`src/ffha_pkg.sv`:
```
`timescale 1ns / 1ps
// ----------------------------------------------------------------------------
// ffha_pkg: shared types and constants of the first-fit heap allocator
// Payload words, status codes, controller command and status bundles.
// ----------------------------------------------------------------------------
package ffha_pkg;
   localparam int HEAP_BYTES_DEF      = 65536;
   localparam int ALIGN_BYTES_DEF     = 8;
   localparam int MIN_SPLIT_BYTES_DEF = 16;
   localparam int HEADER_BYTES_DEF    = 16;

   localparam logic OP_ALLOC   = 1'b0;
   localparam logic OP_RELEASE = 1'b1;

   localparam logic [1:0] ST_OK   = 2'd0;
   localparam logic [1:0] ST_OOM  = 2'd1;
   localparam logic [1:0] ST_ZERO = 2'd2;

   typedef struct packed {
      logic        operation;
      logic [15:0] request_bytes;
      logic [15:0] release_offset;
   } req_word_type;

   typedef struct packed {
      logic [15:0] payload_offset;
      logic [1:0]  status;
   } rsp_word_type;

   // Datapath operations issued by the controller.
   typedef enum logic [3:0] {
      DC_NONE   = 4'd0,
      DC_LOAD   = 4'd1,   // latch request, cur = 0
      DC_INIT   = 4'd2,   // write initial free block
      DC_RDCUR  = 4'd3,   // read header at cur
      DC_ADV    = 4'd4,   // cur = next of cur
      DC_WRSPL  = 4'd5,   // write split-off block
      DC_RDAFT  = 4'd6,   // read header at an after address
      DC_WRAFT  = 4'd7,   // write prev of after header
      DC_WRCUR  = 4'd8,   // write cur header from working regs
      DC_RDNXT  = 4'd9,   // read header after cur
      DC_MRGNXT = 4'd10,  // absorb next into cur
      DC_RDPRV  = 4'd11,  // read header at prev
      DC_MRGPRV = 4'd12,  // absorb cur into prev, retarget to prev
      DC_MKRSP  = 4'd13,  // build response word
      DC_SPLIT  = 4'd14   // shrink cur to need, compute split block
   } dp_cmd_type;

   typedef struct packed {
      dp_cmd_type  cmd;
      logic [1:0]  rsp_status;
      logic        rsp_grant;
   } dp_ctl_type;

   typedef struct packed {
      logic op_release;
      logic zero_req;
      logic null_rel;
      logic fits;
      logic can_split;
      logic at_target;
      logic walk_end;      // next >= heap end or next <= cur
      logic past_target;   // next > target
      logic hdr_free;
      logic aft_in_heap;
      logic nxt_in_heap;
      logic cur_zero;
      logic prev_ok;       // prev < cur
      logic rd_free;       // free mark of last read header
   } dp_sts_type;
endpackage

```
`src/ffha_ctrl.sv`:
```
`timescale 1ns / 1ps
// ----------------------------------------------------------------------------
// ffha_ctrl: sequencer for allocate and release walks
// Owns the handshakes, the heap-ready flag and the command stream.
// ----------------------------------------------------------------------------
module ffha_ctrl (
   input  logic                 clock,
   input  logic                 reset,
   input  logic                 req_valid,
   output logic                 req_ready,
   output logic                 rsp_valid,
   input  logic                 rsp_ready,
   input  ffha_pkg::dp_sts_type sts,
   output ffha_pkg::dp_ctl_type ctl
);
   typedef enum logic [16:0] {
      S_IDLE  = 17'h00001, S_DEC   = 17'h00002, S_INIT  = 17'h00004,
      S_RD    = 17'h00008, S_WAIT  = 17'h00010, S_EVAL  = 17'h00020,
      S_SPLIT = 17'h00040, S_RDAFT = 17'h00080, S_WTAFT = 17'h00100,
      S_WRAFT = 17'h00200, S_WRCUR = 17'h00400, S_RSP   = 17'h00800,
      S_RDNXT = 17'h01000, S_WTNXT = 17'h02000, S_RDPRV = 17'h04000,
      S_WTPRV = 17'h08000, S_OUT   = 17'h10000
   } state_type;

   // Phase of a walk once the cur header is written: allocate, release before
   // the forward merge, after the forward merge, after the backward merge.
   typedef enum logic [3:0] {
      PH_ALLOC = 4'b0001, PH_NEXT = 4'b0010, PH_PREV = 4'b0100, PH_DONE = 4'b1000
   } phase_type;

   state_type state_ff, state_in;
   state_type aft_next;
   phase_type phase_ff, phase_in;
   logic ready_ff, ready_in;
   logic [1:0] st_ff, st_in;
   logic grant_ff, grant_in;

   assign req_ready = (state_ff == S_IDLE);
   assign rsp_valid = (state_ff == S_OUT);

   always_comb begin
      state_in = state_ff; phase_in = phase_ff; ready_in = ready_ff;
      st_in = st_ff; grant_in = grant_ff;
      ctl.cmd = ffha_pkg::DC_NONE;
      ctl.rsp_status = st_ff; ctl.rsp_grant = grant_ff;
      // Where to go once the after block is settled.
      if (phase_ff == PH_ALLOC) aft_next = S_WRCUR;
      else if (phase_ff == PH_DONE) aft_next = S_RSP;
      else aft_next = S_RDPRV;
      unique case (state_ff)
         S_IDLE: if (req_valid) begin
            ctl.cmd = ffha_pkg::DC_LOAD; state_in = S_DEC;
         end
         S_DEC: begin
            st_in = ffha_pkg::ST_OK; grant_in = 1'b0;
            if (!sts.op_release) begin
               phase_in = PH_ALLOC;
               if (sts.zero_req) begin
                  st_in = ffha_pkg::ST_ZERO; state_in = S_RSP;
               end else if (!ready_ff) state_in = S_INIT;
               else state_in = S_RD;
            end else begin
               phase_in = PH_NEXT;
               if (sts.null_rel || !ready_ff) state_in = S_RSP;
               else state_in = S_RD;
            end
         end
         S_INIT: begin
            ctl.cmd = ffha_pkg::DC_INIT; ready_in = 1'b1; state_in = S_RD;
         end
         S_RD: begin ctl.cmd = ffha_pkg::DC_RDCUR; state_in = S_WAIT; end
         S_WAIT: state_in = S_EVAL;
         S_EVAL: begin
            if (!sts.op_release) begin
               if (sts.fits) begin
                  grant_in = 1'b1;
                  state_in = sts.can_split ? S_SPLIT : S_WRCUR;
               end else if (sts.walk_end) begin
                  st_in = ffha_pkg::ST_OOM; state_in = S_RSP;
               end else begin
                  ctl.cmd = ffha_pkg::DC_ADV; state_in = S_RD;
               end
            end else begin
               if (sts.at_target) begin
                  state_in = sts.hdr_free ? S_RSP : S_WRCUR;
               end else if (sts.past_target || sts.walk_end) state_in = S_RSP;
               else begin
                  ctl.cmd = ffha_pkg::DC_ADV; state_in = S_RD;
               end
            end
         end
         S_SPLIT: begin
            ctl.cmd = ffha_pkg::DC_SPLIT; state_in = S_RDAFT;
         end
         S_RDAFT: begin
            if (sts.aft_in_heap) begin
               ctl.cmd = ffha_pkg::DC_RDAFT; state_in = S_WTAFT;
            end else state_in = aft_next;
         end
         S_WTAFT: state_in = S_WRAFT;
         S_WRAFT: begin
            ctl.cmd = ffha_pkg::DC_WRAFT;
            state_in = aft_next;
         end
         S_WRCUR: begin
            ctl.cmd = ffha_pkg::DC_WRCUR;
            if (phase_ff == PH_NEXT) state_in = S_RDNXT;
            else if (phase_ff == PH_ALLOC) state_in = S_RSP;
            else state_in = S_RDAFT;
         end
         S_RDNXT: begin
            if (sts.nxt_in_heap) begin
               ctl.cmd = ffha_pkg::DC_RDNXT; state_in = S_WTNXT;
            end else state_in = S_RDPRV;
         end
         S_WTNXT: begin
            if (sts.rd_free) begin
               ctl.cmd = ffha_pkg::DC_MRGNXT; phase_in = PH_PREV; state_in = S_WRCUR;
            end else state_in = S_RDPRV;
         end
         S_RDPRV: begin
            phase_in = PH_ALLOC;
            if (!sts.cur_zero && sts.prev_ok) begin
               ctl.cmd = ffha_pkg::DC_RDPRV; state_in = S_WTPRV;
            end else state_in = S_RSP;
         end
         S_WTPRV: begin
            if (sts.rd_free) begin
               ctl.cmd = ffha_pkg::DC_MRGPRV; phase_in = PH_DONE; state_in = S_WRCUR;
            end else state_in = S_RSP;
         end
         S_RSP: begin ctl.cmd = ffha_pkg::DC_MKRSP; state_in = S_OUT; end
         S_OUT: if (rsp_ready) state_in = S_IDLE;
         default: state_in = S_IDLE;
      endcase
   end

   always_ff @(posedge clock) begin
      if (reset) begin
         state_ff <= S_IDLE; phase_ff <= PH_ALLOC; ready_ff <= 1'b0;
         st_ff <= ffha_pkg::ST_OK; grant_ff <= 1'b0;
      end else begin
         state_ff <= state_in; phase_ff <= phase_in; ready_ff <= ready_in;
         st_ff <= st_in; grant_ff <= grant_in;
      end
   end
endmodule

```
`config.mk`:
```
export PLATFORM = sky130hd
export DESIGN_NAME = ffha_ctrl
export DESIGN_NICKNAME = d
export VERILOG_FILES = /design/src/ffha_pkg.sv /design/src/ffha_ctrl.sv
export SDC_FILE = /design/constraint.sdc
export NUM_CORES = 1
export LEC_CHECK = 0
export BUFFER_PORTS_ARGS = -buffer_cell sky130_fd_sc_hd__buf_2
export CAP_MARGIN = 25
export CELL_PAD_IN_SITES_DETAIL_PLACEMENT = 1
export CELL_PAD_IN_SITES_GLOBAL_PLACEMENT = 2
export CORE_UTILIZATION = 33
export CTS_CLUSTER_DIAMETER = 80
export DETAILED_ROUTE_END_ITERATION = 8
export PLACE_DENSITY_LB_ADDON = 0.25
export SLEW_MARGIN = 0
export SYNTH_ARGS = -nofsm -noshare
export SYNTH_HDL_FRONTEND = slang
export SYNTH_SLANG_ARGS = --single-unit
```
`constraint.sdc`:
```
create_clock -name clock -period 2.8 [get_ports clock]
set_input_delay 0.56 -clock clock [delete_from_list [all_inputs] [get_ports clock]]
set_output_delay 0.56 -clock clock [all_outputs]
set_load 0.02 [all_outputs]
```
Word-level counts from Yosys, hierarchy flattened
Cells that the tools add are included.

storage, ports and cells
  bits in registers = 25
  latch bits = 0
  bits in writable memories = 0
  memory bits (read-only) = 0
  input port bits = 18
  logic and storage cells = 92
  memories = 0

operators by class
  $add $sub $neg = 0
  multiply operators = 0
  div/mod/pow operators = 0
  $lt $le $gt $ge = 0
  equal/unequal tests = 28
  shifts and indexed selects = 0
  muxes and demuxes = 48
  bitwise logic cells = 0
  reduce and logical (&&, ||, !) cells = 11

operators by type and width
  operator                count
  $pmux W17 S17           1
  $mux W12                9
  $mux W17                5
  $mux W15                4
  $pmux W4 S13            1
  $mux W4                 8
  $eq A17 B1 Y1 const B   1
  $eq A17 B10 Y1 const B  1
  $eq A17 B11 Y1 const B  1
  $eq A17 B12 Y1 const B  1
  $eq A17 B13 Y1 const B  1
  $eq A17 B14 Y1 const B  1
  $eq A17 B15 Y1 const B  1
  $eq A17 B16 Y1 const B  1
  $eq A17 B17 Y1 const B  1
  $eq A17 B2 Y1 const B   1
  $eq A17 B3 Y1 const B   1
  $eq A17 B4 Y1 const B   1
  $eq A17 B5 Y1 const B   1
  $eq A17 B6 Y1 const B   1
  $eq A17 B7 Y1 const B   1
  $eq A17 B8 Y1 const B   1
  $eq A17 B9 Y1 const B   1
  $mux W16                1
  other kinds (21)        41

Longest topological paths before layout
  depth in word-level cells = 5
  mapped depth = 7

Worst setup path before layout
Ideal clock, no wire load.

  path kind = register -> output
  from = register state_ff[16]
  to = output ctl[3] (netlist bit)
  arrival = 2122 ps
  slack = 118 ps
  cell stages (with the launch flop) = 7
  buffers on the path = 1
  path through = dfxtp_1 > buf_2 > nor3_1 > nand4_2 > nor4_2 > a221oi_1 > nand4_1

RTL lines
  item                    line              RTL
  from (decl)             ffha_ctrl.sv:31   state_type state_ff, state_in;
  from (signal assigned)  ffha_ctrl.sv:143  state_ff <= state_in; phase_ff <= phase_in; ready_ff <= ready_in;
  to (decl)               ffha_ctrl.sv:14   output ffha_pkg::dp_ctl_type ctl

==> reports/qor.tcl <==
set qor(worst-r2r-cell-count) 8
set qor(hold-worst-slack_ns) 0.461
set qor(fillers) 625
set qor(final_hold_viol_count) 0
set qor(worstSkewPairLatency_ns) 0.29
set qor(cts.clk_slew.worst_paths_ns) 0.09
set qor(finish.net_count) 279
set qor(min_path_type) {reg -> reg}
set qor(postLayoutCoreUtil_pct) 45.1
set qor(synth_fp_nets) 228
set qor(crit_fanout) 4
set qor(area_of_the_multi_input_gates_um2) 1150
set qor(ys_warn_count) 0
set qor(drt_iter0_drc) 138
set qor(synth_compound_gate_area_share_pct) 17.5
set qor(failed_checks) {setup timing}
set qor(floorplan.die.height_um) 73.6
set qor(async_flop_share_pct) 0
set qor(areaGrowthSynthToFinish_pct) 28.5
set qor(end_kind) {primary output}
set qor(rows) 25
set qor(cts-root-to-sink-buffers) 2
set qor(cts-buffers-inserted) 3
set qor(synth.ff_latch_count) 25
set qor(fin_area_um2) 2170
set qor(dp_hpwl_mm) 4.67
set qor(cp.required_ns) 2.24
set qor(ir_drop_mv) 0.143
set qor(maxSlewViolCount) 0
set qor(die-area_um2) 5420
set qor(maxCapViolCount) 0
set qor(io_pins) 27
set qor(timing_worst_slew_pin_value_ns) 0.623
set qor(grt_usage_pct) 24.5
set qor(grt_pass1_wl_mm) 9.78
set qor(synth.mux.area_fraction_pct) 1.18
set qor(post_synth_xor_area_fraction_pct) 2.07
set qor(p_leak_uw) 0.000839
set qor(grt_overflow) 0
set qor(pin_count_of_the_biggest_net_entering_global_routing) 26
set qor(power.density_nw_per_um2) 350
set qor(slew_headroom_pct) 57.4
set qor(post_synth_inst_count) 210
set qor(cp.arrival_ns) 2.34
set qor(post_layout_total_power_uw) 760
set qor(hold_path.startpoint) {grant_ff}
set qor(vias_per_cell) 5.65
set qor(clk_root_buffer_cell) {clkbuf_8}
set qor(regToRegSetupSlack_ns) 0.39
set qor(drc) 0
set qor(core_area_um2) 4820
set qor(post_synth_fa_ha_maj_area_fraction_pct) 0
set qor(vias) 1849
set qor(clock_sink_count) 25
set qor(placement.io_buffers) 26
set qor(worst-setup-path-type) {reg -> out}
set qor(max_freq_mhz) 345
set qor(drive_gt1_share_pct) 32.3
set qor(timing.final.crit_period_ns) 2.90
set qor(critPathLaunchType) {flip-flop}
set qor(critical_register_to_register_path_endpoint) {phase_ff[0]}
set qor(detailedRoute.firstPassIterationCount) 4
set qor(h-tree-depth) 1
set qor(worstHoldEndpoint) {grant_ff}
set qor(ant_nets) 0
set qor(initial_antenna_violation_count) 0
set qor(synth_enable_flop_cells) 0
set qor(layout.area.seq_um2) 502
set qor(synthesis.area_um2) 1690
set qor(wire_per_inst_um) 18.4
set qor(main_combinational_cell_family_by_area_after_synthesis) {simple AND/OR/NAND/NOR gates}
set qor(die_w_um) 73.6
set qor(postRouteWirelength_mm) 6.00
set qor(synth_ff_type) {dfxtp_1}
set qor(timing.final.ws_setup_ns) -0.0998
set qor(timing.final.setup_violations) 3
set qor(floorplan.initialDensity_pct) 35.1
set qor(place.gp.congestion) 0.950
set qor(synth_simple_gate_area_share_pct) 45.0
set qor(hold_depth) 2
set qor(status) {complete, but fails checks}
set qor(tritoncts) {yes}
set qor(fin_worst_skew_ns) 0.0107
set qor(rsz0062_at_grt) {true}
set qor(synth.yosys.seq_area_share_pct) 29.6
set qor(syn-mean-instance-area_um2) 8.06
set qor(number_of_global_route_vias_before_repair) 1868
set qor(dp_worst_setup_slack_ns) 0.106
set qor(n_antenna_cell) 0
set qor(finalCritPeriodShare_pct) 104
set qor(reg2reg_from) {state_ff[5]}
set qor(placed_area_um2) 2040
set qor(ys_types) 52
[worst max path at each step]
stage | from | end | depth (start not counted)
after global placement | state_ff[4] | ctl[6] | 6
final | state_ff[4] | ctl[6] | 6
after global routing | state_ff[4] | ctl[6] | 6
after floorplan | state_ff[16] | ctl[3] | 6
after CTS | state_ff[1] | ctl[6] | 6
after detailed placement | state_ff[4] | ctl[3] | 6
[power by group]
group	internal (µW)	total, µW	leakage [µW]	switching (µW)
clock network	105	244	0.0000261	139
registers	360	364	0.000202	4.02
logic	68.2	152	0.000611	83.5
[state kept, by name (all words and copies together) (netlist names)]
register,cells
state_ff,17
phase_ff,4
st_ff,2
grant_ff,1
ready_ff,1
[layer usage]
| layer | routed length [µm] | track usage, % |
|---|---|---|
| met3 | 211 | 4.12 |
| met4 | 125 | 7.05 |
| met5 | 0 | 0 |
| met2 | 2880 | 40.8 |
| met1 | 2780 | 32.5 |
[worst max-delay path, cell delays in order, from the launching register on]
cell and delay [ns]:
dfxtp_1 0.32, or4_4 0.53, or4_4 0.59, and4bb_2 0.34, nor4bb_1 0.05, nand4_1 0.09
buf_4 0.14
[cell families after synthesis]
kind of cell	after synthesis
AOI/OAI and AO/OA	45
xor gates and xnor gates	4
buffers and inverters	15
muxes	2
and+or+nand+nor	119
DFF	25
[layout make-up]
cell class                 count  area share [%]
clock buffer                   3            1.90
clock inverter                 1           0.403
timing repair buffer          57            17.3
inverter                       4           0.691
tap                           67            3.86
sequential                    25            23.1
multi-input combinational    170            52.7
[Yosys cell counts, types with 3 or more instances]
cell / count / area share, %
nor2_1: 23 / 5.1
inv_1: 4 / 0.89
or4_4: 3 / 2.0
nor4_2: 3 / 2.2
nor3b_1: 3 / 1.3
nor4_1: 7 / 2.6
or2_2: 3 / 1.1
clkbuf_1: 5 / 1.1
o21ai_1: 3 / 0.89
dfxtp_1: 25 / 30
nand2_1: 15 / 3.3
or3_1: 3 / 1.1
o21ai_0: 6 / 1.8
nand2b_1: 8 / 3.0
nor4b_1: 4 / 2.1
nand3_1: 6 / 1.8
nand4_1: 7 / 2.6
or4_1: 4 / 1.8
a211oi_1: 3 / 1.3
a21oi_1: 17 / 5.0
nand3b_1: 6 / 2.7
nor3_1: 8 / 2.4
nor2b_1: 5 / 1.8
xnor2_1: 4 / 2.1
[per-stage QoR]
stage	cells	TNS, ns
5_1_grt	327	-0.563
6_report	327	-0.222
4_1_cts	326	-0.402
3_5_place_dp	318	0
3_3_place_gp	318	0
2_1_floorplan	210	0
[cell usage in the layout (no fill, tap or decap), types with 3 or more instances in the layout]
cell / netlist / final
xnor2_1: 4 / 4
inv_1: 4 / 4
o21ai_1: 3 / 3
or3_1: 3 / 3
a21oi_1: 17 / 16
dfxtp_1: 25 / 24
nor4b_1: 4 / 4
nor2_1: 23 / 23
or4_4: 3 / 3
nor4_2: 3 / 3
nor3b_1: 3 / 3
buf_2: 2 / 22
o21ai_0: 6 / 6
nor3_1: 8 / 8
nor2b_1: 5 / 5
nand4_1: 7 / 7
or2_2: 3 / 3
clkbuf_8: 0 / 3
or4_1: 4 / 4
nor4_4: 2 / 3
nand3_1: 6 / 5
nor4_1: 7 / 6
nand3b_1: 6 / 6
a211oi_1: 3 / 3
nand2_1: 15 / 14
buf_4: 1 / 34
nand2b_1: 8 / 8
[timing repair]
| action | in CTS | in global routing |
|---|---|---|
| gates resized for setup | 10 | 2 |
| setup buffers | 4 | 1 |
| cloned | 0 | 0 |
| endpoints found under the setup margin | 4 | 5 |
| hold buffers | 0 | 0 |
| pin swaps | 7 | 2 |
Note: power is estimated with default switching activity, not from simulation.
